`src/hw/rtl/assert_macros.svh`:
```
// Assertion macros used by the RTL top level, socks5_request_parser.
// Depends on nothing; include with the bare file name.
`ifndef ASSERT_MACROS_SVH
`define ASSERT_MACROS_SVH

// Property must hold at every rising clock edge outside reset.
`define ASSERT_AT(lbl, clk, rstn, prop, msg) \
  lbl: assert property (@(posedge clk) disable iff (!rstn) prop) else $error(msg);

// Expression must never be true outside reset.
`define ASSERT_NEVER(lbl, clk, rstn, expr, msg) \
  lbl: assert property (@(posedge clk) disable iff (!rstn) !(expr)) else $error(msg);

`endif

```
`src/hw/rtl/s5rp_pkg.sv`:
```
// Types and constants for the SOCKS5 request parser.
// Used by s5rp_step and socks5_request_parser; no dependencies.
package s5rp_pkg;

  // Result status codes
  typedef enum logic [1:0] {
    ST_MORE  = 2'd0,
    ST_DONE  = 2'd1,
    ST_ERROR = 2'd2
  } status_e;

  // Sticky error kinds
  typedef enum logic [2:0] {
    ERR_NONE     = 3'd0,
    ERR_VERSION  = 3'd1,
    ERR_RESERVED = 3'd2,
    ERR_TYPE     = 3'd3,
    ERR_ZERO_LEN = 3'd4
  } err_e;

  // Internal address type codes
  typedef enum logic [1:0] {
    TYPE_IPV4   = 2'd0,
    TYPE_DOMAIN = 2'd1,
    TYPE_IPV6   = 2'd2
  } atyp_e;

  // Wire-format constants
  localparam logic [7:0] SOCKS_VERSION = 8'h05;
  localparam logic [7:0] RSV_BYTE      = 8'h00;
  localparam logic [7:0] WIRE_IPV4     = 8'h01;
  localparam logic [7:0] WIRE_DOMAIN   = 8'h03;
  localparam logic [7:0] WIRE_IPV6     = 8'h04;
  localparam logic [7:0] IPV4_LEN      = 8'd4;
  localparam logic [7:0] IPV6_LEN      = 8'd16;

  // Byte positions within a request
  localparam int unsigned PosW = 9;
  localparam logic [PosW-1:0] POS_VERSION = 9'd0;
  localparam logic [PosW-1:0] POS_CMD     = 9'd1;
  localparam logic [PosW-1:0] POS_RSV     = 9'd2;
  localparam logic [PosW-1:0] POS_ATYP    = 9'd3;
  localparam logic [PosW-1:0] POS_ADDR    = 9'd4;
  localparam logic [PosW-1:0] POS_DADDR   = 9'd5;
  // Last position: domain of 255 bytes, plus two port bytes
  localparam logic [PosW-1:0] POS_MAX     = 9'd261;

  // Parser state carried between bytes
  typedef struct packed {
    logic [PosW-1:0] pos;
    atyp_e           atyp;
    logic [7:0]      cmd;
    logic [7:0]      dlen;
    logic [7:0]      port_hi;
    err_e            err;
  } state_t;

  // One result item
  typedef struct packed {
    status_e    status;
    err_e       error_kind;
    logic       addr_valid;
    logic [7:0] addr_index;
    logic [7:0] addr_byte;
    logic [7:0] command;
    atyp_e      addr_type;
    logic [7:0] addr_count;
    logic [15:0] dest_port;
  } result_t;

endpackage

```
`src/hw/rtl/socks5_request_parser.sv`:
```
// SOCKS5 request parser top level: handshake, state and result registers.
// Depends on s5rp_pkg, s5rp_step and assert_macros.svh.
//
// Parses a SOCKS5 connection request one byte per transfer and returns one
// result per byte. A byte is taken every cycle while the result register is
// empty or being drained in the same cycle, so throughput is one byte per
// clock into a registered result; the only loop is the parse state register
// feeding the per-byte decode. Address bytes are passed out with their index,
// the final port byte reports the full request, and any error is held until
// reset.
`include "assert_macros.svh"

module socks5_request_parser (
  input  logic        clk_i,
  input  logic        rst_ni,
  input  logic        in_valid_i,
  output logic        in_ready_o,
  input  logic [7:0]  in_byte_i,
  output logic        out_valid_o,
  input  logic        out_ready_i,
  output logic [1:0]  status_o,
  output logic [2:0]  error_kind_o,
  output logic        addr_valid_o,
  output logic [7:0]  addr_index_o,
  output logic [7:0]  addr_byte_o,
  output logic [7:0]  command_o,
  output logic [1:0]  addr_type_o,
  output logic [7:0]  addr_count_o,
  output logic [15:0] dest_port_o
);

  s5rp_pkg::state_t  state_q, state_d;
  s5rp_pkg::result_t res_q, res_d;
  logic              out_valid_q;
  logic              in_xfer;

  // Accept while the result slot is free or emptying this cycle
  assign in_ready_o = !out_valid_q || out_ready_i;
  assign in_xfer    = in_valid_i && in_ready_o;

  s5rp_step u_step (
    .state_i  (state_q),
    .byte_i   (in_byte_i),
    .state_o  (state_d),
    .result_o (res_d)
  );

  // Parser state
  always_ff @(posedge clk_i or negedge rst_ni) begin
    if (!rst_ni) begin
      state_q <= '0;
    end else if (in_xfer) begin
      state_q <= state_d;
    end
  end

  // Result valid flag
  always_ff @(posedge clk_i or negedge rst_ni) begin
    if (!rst_ni) begin
      out_valid_q <= 1'b0;
    end else if (in_xfer) begin
      out_valid_q <= 1'b1;
    end else if (out_ready_i) begin
      out_valid_q <= 1'b0;
    end
  end

  // Result payload
  always_ff @(posedge clk_i) begin
    if (in_xfer) begin
      res_q <= res_d;
    end
  end

  assign out_valid_o  = out_valid_q;
  assign status_o     = res_q.status;
  assign error_kind_o = res_q.error_kind;
  assign addr_valid_o = res_q.addr_valid;
  assign addr_index_o = res_q.addr_index;
  assign addr_byte_o  = res_q.addr_byte;
  assign command_o    = res_q.command;
  assign addr_type_o  = res_q.addr_type;
  assign addr_count_o = res_q.addr_count;
  assign dest_port_o  = res_q.dest_port;

  // Checks
  `ASSERT_AT(a_err_sticky, clk_i, rst_ni,
    (state_q.err != s5rp_pkg::ERR_NONE) |=> (state_q.err == $past(state_q.err)),
    "held error changed")
  `ASSERT_AT(a_err_status, clk_i, rst_ni,
    out_valid_q |-> ((res_q.status == s5rp_pkg::ST_ERROR) == (res_q.error_kind != s5rp_pkg::ERR_NONE)),
    "error kind and status disagree")
  `ASSERT_AT(a_addr_more, clk_i, rst_ni,
    (out_valid_q && res_q.addr_valid) |-> (res_q.status == s5rp_pkg::ST_MORE),
    "address byte with non-more status")
  `ASSERT_NEVER(a_pos_range, clk_i, rst_ni,
    (state_q.pos > s5rp_pkg::POS_MAX),
    "byte position out of range")

endmodule

```
`src/hw/rtl/s5rp_step.sv`:
```
// Per-byte parse logic: next parser state and the result for one byte.
// Depends on s5rp_pkg.
module s5rp_step (
  input  s5rp_pkg::state_t  state_i,
  input  logic [7:0]        byte_i,
  output s5rp_pkg::state_t  state_o,
  output s5rp_pkg::result_t result_o
);

  logic                          is_domain;
  logic [s5rp_pkg::PosW-1:0]     base;
  logic [7:0]                    alen;
  logic [s5rp_pkg::PosW-1:0]     lim;
  logic [s5rp_pkg::PosW-1:0]     idx_full;
  logic [s5rp_pkg::PosW-1:0]     pos_inc;

  // Address span for the held type
  assign is_domain = (state_i.atyp == s5rp_pkg::TYPE_DOMAIN);
  assign base      = is_domain ? s5rp_pkg::POS_DADDR : s5rp_pkg::POS_ADDR;
  assign alen      = is_domain ? state_i.dlen :
                     ((state_i.atyp == s5rp_pkg::TYPE_IPV4) ? s5rp_pkg::IPV4_LEN
                                                            : s5rp_pkg::IPV6_LEN);
  assign lim       = base + {1'b0, alen};
  assign idx_full  = state_i.pos - base;
  assign pos_inc   = state_i.pos + 9'd1;

  // Field decode and state update
  always_comb begin
    state_o           = state_i;
    result_o          = '0;
    result_o.status   = s5rp_pkg::ST_MORE;
    if (state_i.err == s5rp_pkg::ERR_NONE) begin
      case (state_i.pos)
        s5rp_pkg::POS_VERSION: begin
          if (byte_i != s5rp_pkg::SOCKS_VERSION) state_o.err = s5rp_pkg::ERR_VERSION;
          else                                   state_o.pos = s5rp_pkg::POS_CMD;
        end
        s5rp_pkg::POS_CMD: begin
          state_o.cmd = byte_i;
          state_o.pos = s5rp_pkg::POS_RSV;
        end
        s5rp_pkg::POS_RSV: begin
          if (byte_i != s5rp_pkg::RSV_BYTE) state_o.err = s5rp_pkg::ERR_RESERVED;
          else                              state_o.pos = s5rp_pkg::POS_ATYP;
        end
        s5rp_pkg::POS_ATYP: begin
          case (byte_i)
            s5rp_pkg::WIRE_IPV4: begin
              state_o.atyp = s5rp_pkg::TYPE_IPV4;
              state_o.pos  = s5rp_pkg::POS_ADDR;
            end
            s5rp_pkg::WIRE_DOMAIN: begin
              state_o.atyp = s5rp_pkg::TYPE_DOMAIN;
              state_o.pos  = s5rp_pkg::POS_ADDR;
            end
            s5rp_pkg::WIRE_IPV6: begin
              state_o.atyp = s5rp_pkg::TYPE_IPV6;
              state_o.pos  = s5rp_pkg::POS_ADDR;
            end
            default: state_o.err = s5rp_pkg::ERR_TYPE;
          endcase
        end
        default: begin
          if (is_domain && (state_i.pos == s5rp_pkg::POS_ADDR)) begin
            // Domain length byte
            if (byte_i == 8'd0) begin
              state_o.err = s5rp_pkg::ERR_ZERO_LEN;
            end else begin
              state_o.dlen = byte_i;
              state_o.pos  = s5rp_pkg::POS_DADDR;
            end
          end else if (state_i.pos < lim) begin
            result_o.addr_valid = 1'b1;
            result_o.addr_index = idx_full[7:0];
            result_o.addr_byte  = byte_i;
            state_o.pos         = pos_inc;
          end else if (state_i.pos == lim) begin
            state_o.port_hi = byte_i;
            state_o.pos     = pos_inc;
          end else begin
            // Low port byte: request complete, rearm
            result_o.status     = s5rp_pkg::ST_DONE;
            result_o.command    = state_i.cmd;
            result_o.addr_type  = state_i.atyp;
            result_o.addr_count = alen;
            result_o.dest_port  = {state_i.port_hi, byte_i};
            state_o.pos         = s5rp_pkg::POS_VERSION;
          end
        end
      endcase
    end

    // Any held error overrides the result
    if (state_o.err != s5rp_pkg::ERR_NONE) begin
      result_o            = '0;
      result_o.status     = s5rp_pkg::ST_ERROR;
      result_o.error_kind = state_o.err;
    end
  end

endmodule

```
`config.mk`:
```
export PLATFORM = sky130hd
export DESIGN_NAME = socks5_request_parser
export DESIGN_NICKNAME = d
export VERILOG_FILES = /design/src/hw/rtl/s5rp_pkg.sv /design/src/hw/rtl/socks5_request_parser.sv /design/src/hw/rtl/s5rp_step.sv
export VERILOG_INCLUDE_DIRS = /design/src /design/src/hw/rtl
export SDC_FILE = /design/constraint.sdc
export NUM_CORES = 1
export LEC_CHECK = 0
export BUFFER_PORTS_ARGS = -buffer_cell sky130_fd_sc_hd__buf_4
export CELL_PAD_IN_SITES_DETAIL_PLACEMENT = 1
export CELL_PAD_IN_SITES_GLOBAL_PLACEMENT = 1
export CORE_ASPECT_RATIO = 1.25
export CORE_MARGIN = 2
export CORE_UTILIZATION = 50
export CTS_BUF_LIST = sky130_fd_sc_hd__clkbuf_8
export DETAILED_ROUTE_END_ITERATION = 10
export GPL_TIMING_DRIVEN = 0
export HOLD_SLACK_MARGIN = 0.06
export PLACE_DENSITY_LB_ADDON = 0.1
export SYNTH_ARGS = -nofsm -noshare
export SYNTH_HDL_FRONTEND = slang
export SYNTH_SLANG_ARGS = --single-unit
```
`constraint.sdc`:
```
create_clock -name clk_i -period 5.79 [get_ports clk_i]
set_input_delay 0.8685 -clock clk_i [delete_from_list [all_inputs] [get_ports clk_i]]
set_output_delay 0.8685 -clock clk_i [all_outputs]
set_load 0.01 [all_outputs]
```
==> results_dict.tcl <==
set metrics [dict create \
    cp_slowest_cell "or4_1" \
    timing.final.ws_setup_ns 1.37 \
    clock_latency_ns 0.38 \
    wire_per_inst_um 18.6 \
    yosys_register_bits 95 \
    final-hold-violation-count 0 \
    cts_root_buf "clkbuf_8" \
    drt-vias-per-instance 5.45 \
    diodes 0 \
    status "completed" \
    synth_ff_type "edfxtp_1" \
    clkPwrFrac_pct 35.9 \
    syn2layout_area_growth_pct 19.4 \
    fill_cells 964 \
    synth_edf_count 56 \
    swShare_pct 23.3 \
    max-vdd-ir-drop_v 0.000158 \
    yosys_warnings 0 \
    cpLargestDelayFamily "simple AND/OR/NAND/NOR gates" \
    syn-num-nets 404 \
    io_pins 70 \
    cts_tree "built" \
    cts_buffers 9 \
    cts_hold_buf 0 \
    yosysSeqAreaShare_pct 58.1 \
    required_ns 5.93 \
    routabilityCongestion 0.824 \
    coreArea_um2 9030 \
    synth_cells 377 \
    syn-cell-area_um2 4580 \
    grt_pass1_vias 3434 \
    cpPeakStageDelay_ns 0.52 \
    finalNetCount 484 \
    report.final.slew_viol_count 0 \
    tns_ns 0 \
    overflow 0 \
    combinationalPowerShare_pct 5.7 \
    worstSetupStartpointType "register" \
    portBuffers 68 \
    synthDistinctLibCells 58 \
    num_rows 39 \
    drtIter0Drc 134 \
    drive_gt1_share_pct 28.6 \
    syn_avg_cell_area_um2 12.1 \
    max_freq_mhz 226 \
    num_vias 3186 \
    powerDensity_nw_per_um2 231 \
    grtUsageTotal_pct 23.5 \
    max-cap-violations 0 \
    slew_headroom_pct 61.4 \
    timing.final.crit_share_pct 76.4 \
    multiInputGateArea_um2 1790 \
    clk_pin_slew_ns 0.10 \
    power_mw 1.26 \
    ant_nets 0 \
    crit_top_cell "nand2_1" \
    final_cell_mix "buf_4, edfxtp_1, nor2_1" \
    drt_wl_total_um 10900 \
    grt_pass1_wl_um 17500 \
    place_worst_setup_slack_ns 1.38 \
    path_class "register to register" \
    crit_path_cell_trace "clkbuf_2, nor2b_1, clkbuf_1, and2_1, ha_1, o211ai_1, nor2_1, nand2_1, xnor2_1, nand2_1, ha_1, nand4_1, a21oi_1, or4_1, nand2_1, nor2_1, clkbuf_1, and2_1" \
    async_flop_share_pct 41.1 \
    grt_max_degree 44 \
    htreeDepth 3 \
    die-area_um2 9940 \
    firstDrtPassIters 4 \
    seq_area_um2 2660 \
    finalSetupViolCount 0 \
    seqPwrFrac_pct 58.4 \
    clockBufferDepth 2 \
    cts_setup_buffers 0 \
    place_area_um2 5260 \
    layout_commonest_cell "buf_4" \
    leakagePower_nw 2.39 \
    antenna_found_initial 0 \
    final_cells 585 \
    cp.arrival_ns 4.56 \
    die_y_um 111 \
    clock_sinks 95 \
    worst_pin_slew_ns 0.577 \
    dp_cells 569 \
    finClkSkew_ns 0.00842 \
    finalCriticalPeriod_ns 4.42 \
    critical_path.max_fanout 10 \
    drc 0 \
    cp-end-kind "register" \
    rsz0062_at_grt "no" \
    initial_core_util_pct 50.7 \
    cts_resized 0 \
    p_switching_mw 0.294 \
    final_cell_area_um2 5470 \
    die_width_um 89.6 \
    min_path_type "primary input to async pin" \
    internal-power_mw 0.969 \
    hpwl_um 7940 \
    worst-path-buf-inv 3 \
]
final timing paths:
kind	slack [ns]	to	start	cells past startpoint
worst max-delay path	1.37	addr_type_o[0]	state_q[28]	18
worst min-delay path	0.46	state_q[1]	rst_ni	1
worst max register to register	1.37	addr_type_o[0]	state_q[28]	18
worst min register to register	0.51	state_q[20]	state_q[20]	1
max in group asynchronous	4.95	state_q[17]	rst_ni	1
min in group clk_i	0.51	state_q[20]	state_q[20]	1
stage by stage:
stage / hold slack [ns] / util, %
finish: 0.457 / 60.5
global route: 0.497 / 60.5
CTS: 0.480 / 60.5
detailed placement: 0.486 / 58.3
global placement: 0.479 / 58.1
floorplan: 0.471 / -
synth_stat cells, drive strengths merged, types with 7 or more instances:
cell type  instances  share of area [%]
mux2              28                7.0
and3              10                1.4
clkbuf             8               0.90
o21ai              7               0.85
nor2              46                3.8
and2              35                4.8
nor3              12                1.3
xnor2             11                2.1
a21oi              9               0.98
ha                15                4.1
edfxtp            56                 37
dfrtp             39                 21
inv                8               0.66
nand2             23                1.9
state kept, by name, summed over array words and instances (netlist names):
register,count
error_kind_o,3
state_q,38
addr_type_o,2
dest_port_o,16
addr_index_o,8
addr_valid_o,1
addr_byte_o,8
status_o,2
command_o,8
out_valid_o,1
addr_count_o,8
power by group through the flow:
stage	clock (mW)	sequential [mW]	combinational (mW)
floorplan	0	0.761	0.0169
global placement	0	0.753	0.0689
detailed placement	0	0.753	0.0733
CTS	0.461	0.738	0.0734
global route	0.484	0.739	0.0777
finish	0.453	0.738	0.0717
kinds of logic (layout without fill, tap and decap cells):
group / Yosys count / after routing / synth area share, %
adder cells (fa/ha/maj): 15 / 15 / 4.10
AO/OA/AOI/OAI: 42 / 42 / 6.53
AND/OR/NAND/NOR: 159 / 159 / 18.1
XOR/XNOR: 17 / 17 / 3.25
multiplexers: 29 / 29 / 7.19
flip-flops: 95 / 95 / 58.1
buffers and inverters: 20 / 105 / 2.73
cell type report:
cell class / count / share of cell area, %
flip-flops and latches: 95 / 48.6
multi-input cells: 262 / 32.8
repair buffers: 69 / 9.71
well taps: 123 / 2.82
clock buffers: 9 / 2.27
plain buffers: 12 / 1.74
clock inverters: 7 / 1.47
inverters: 8 / 0.549
metal layers:
layer | vias to the layer above | GRT usage, % | wire, um
met3 | 19 | 3.57 | 322
li1 | 1501 | - | -
met2 | 63 | 40.7 | 5800
met4 | 0 | 10.5 | 301
met5 | - | 0 | 0
met1 | 1603 | 28.0 | 4480
No activity file was read; power rests on OpenSTA's default activity.
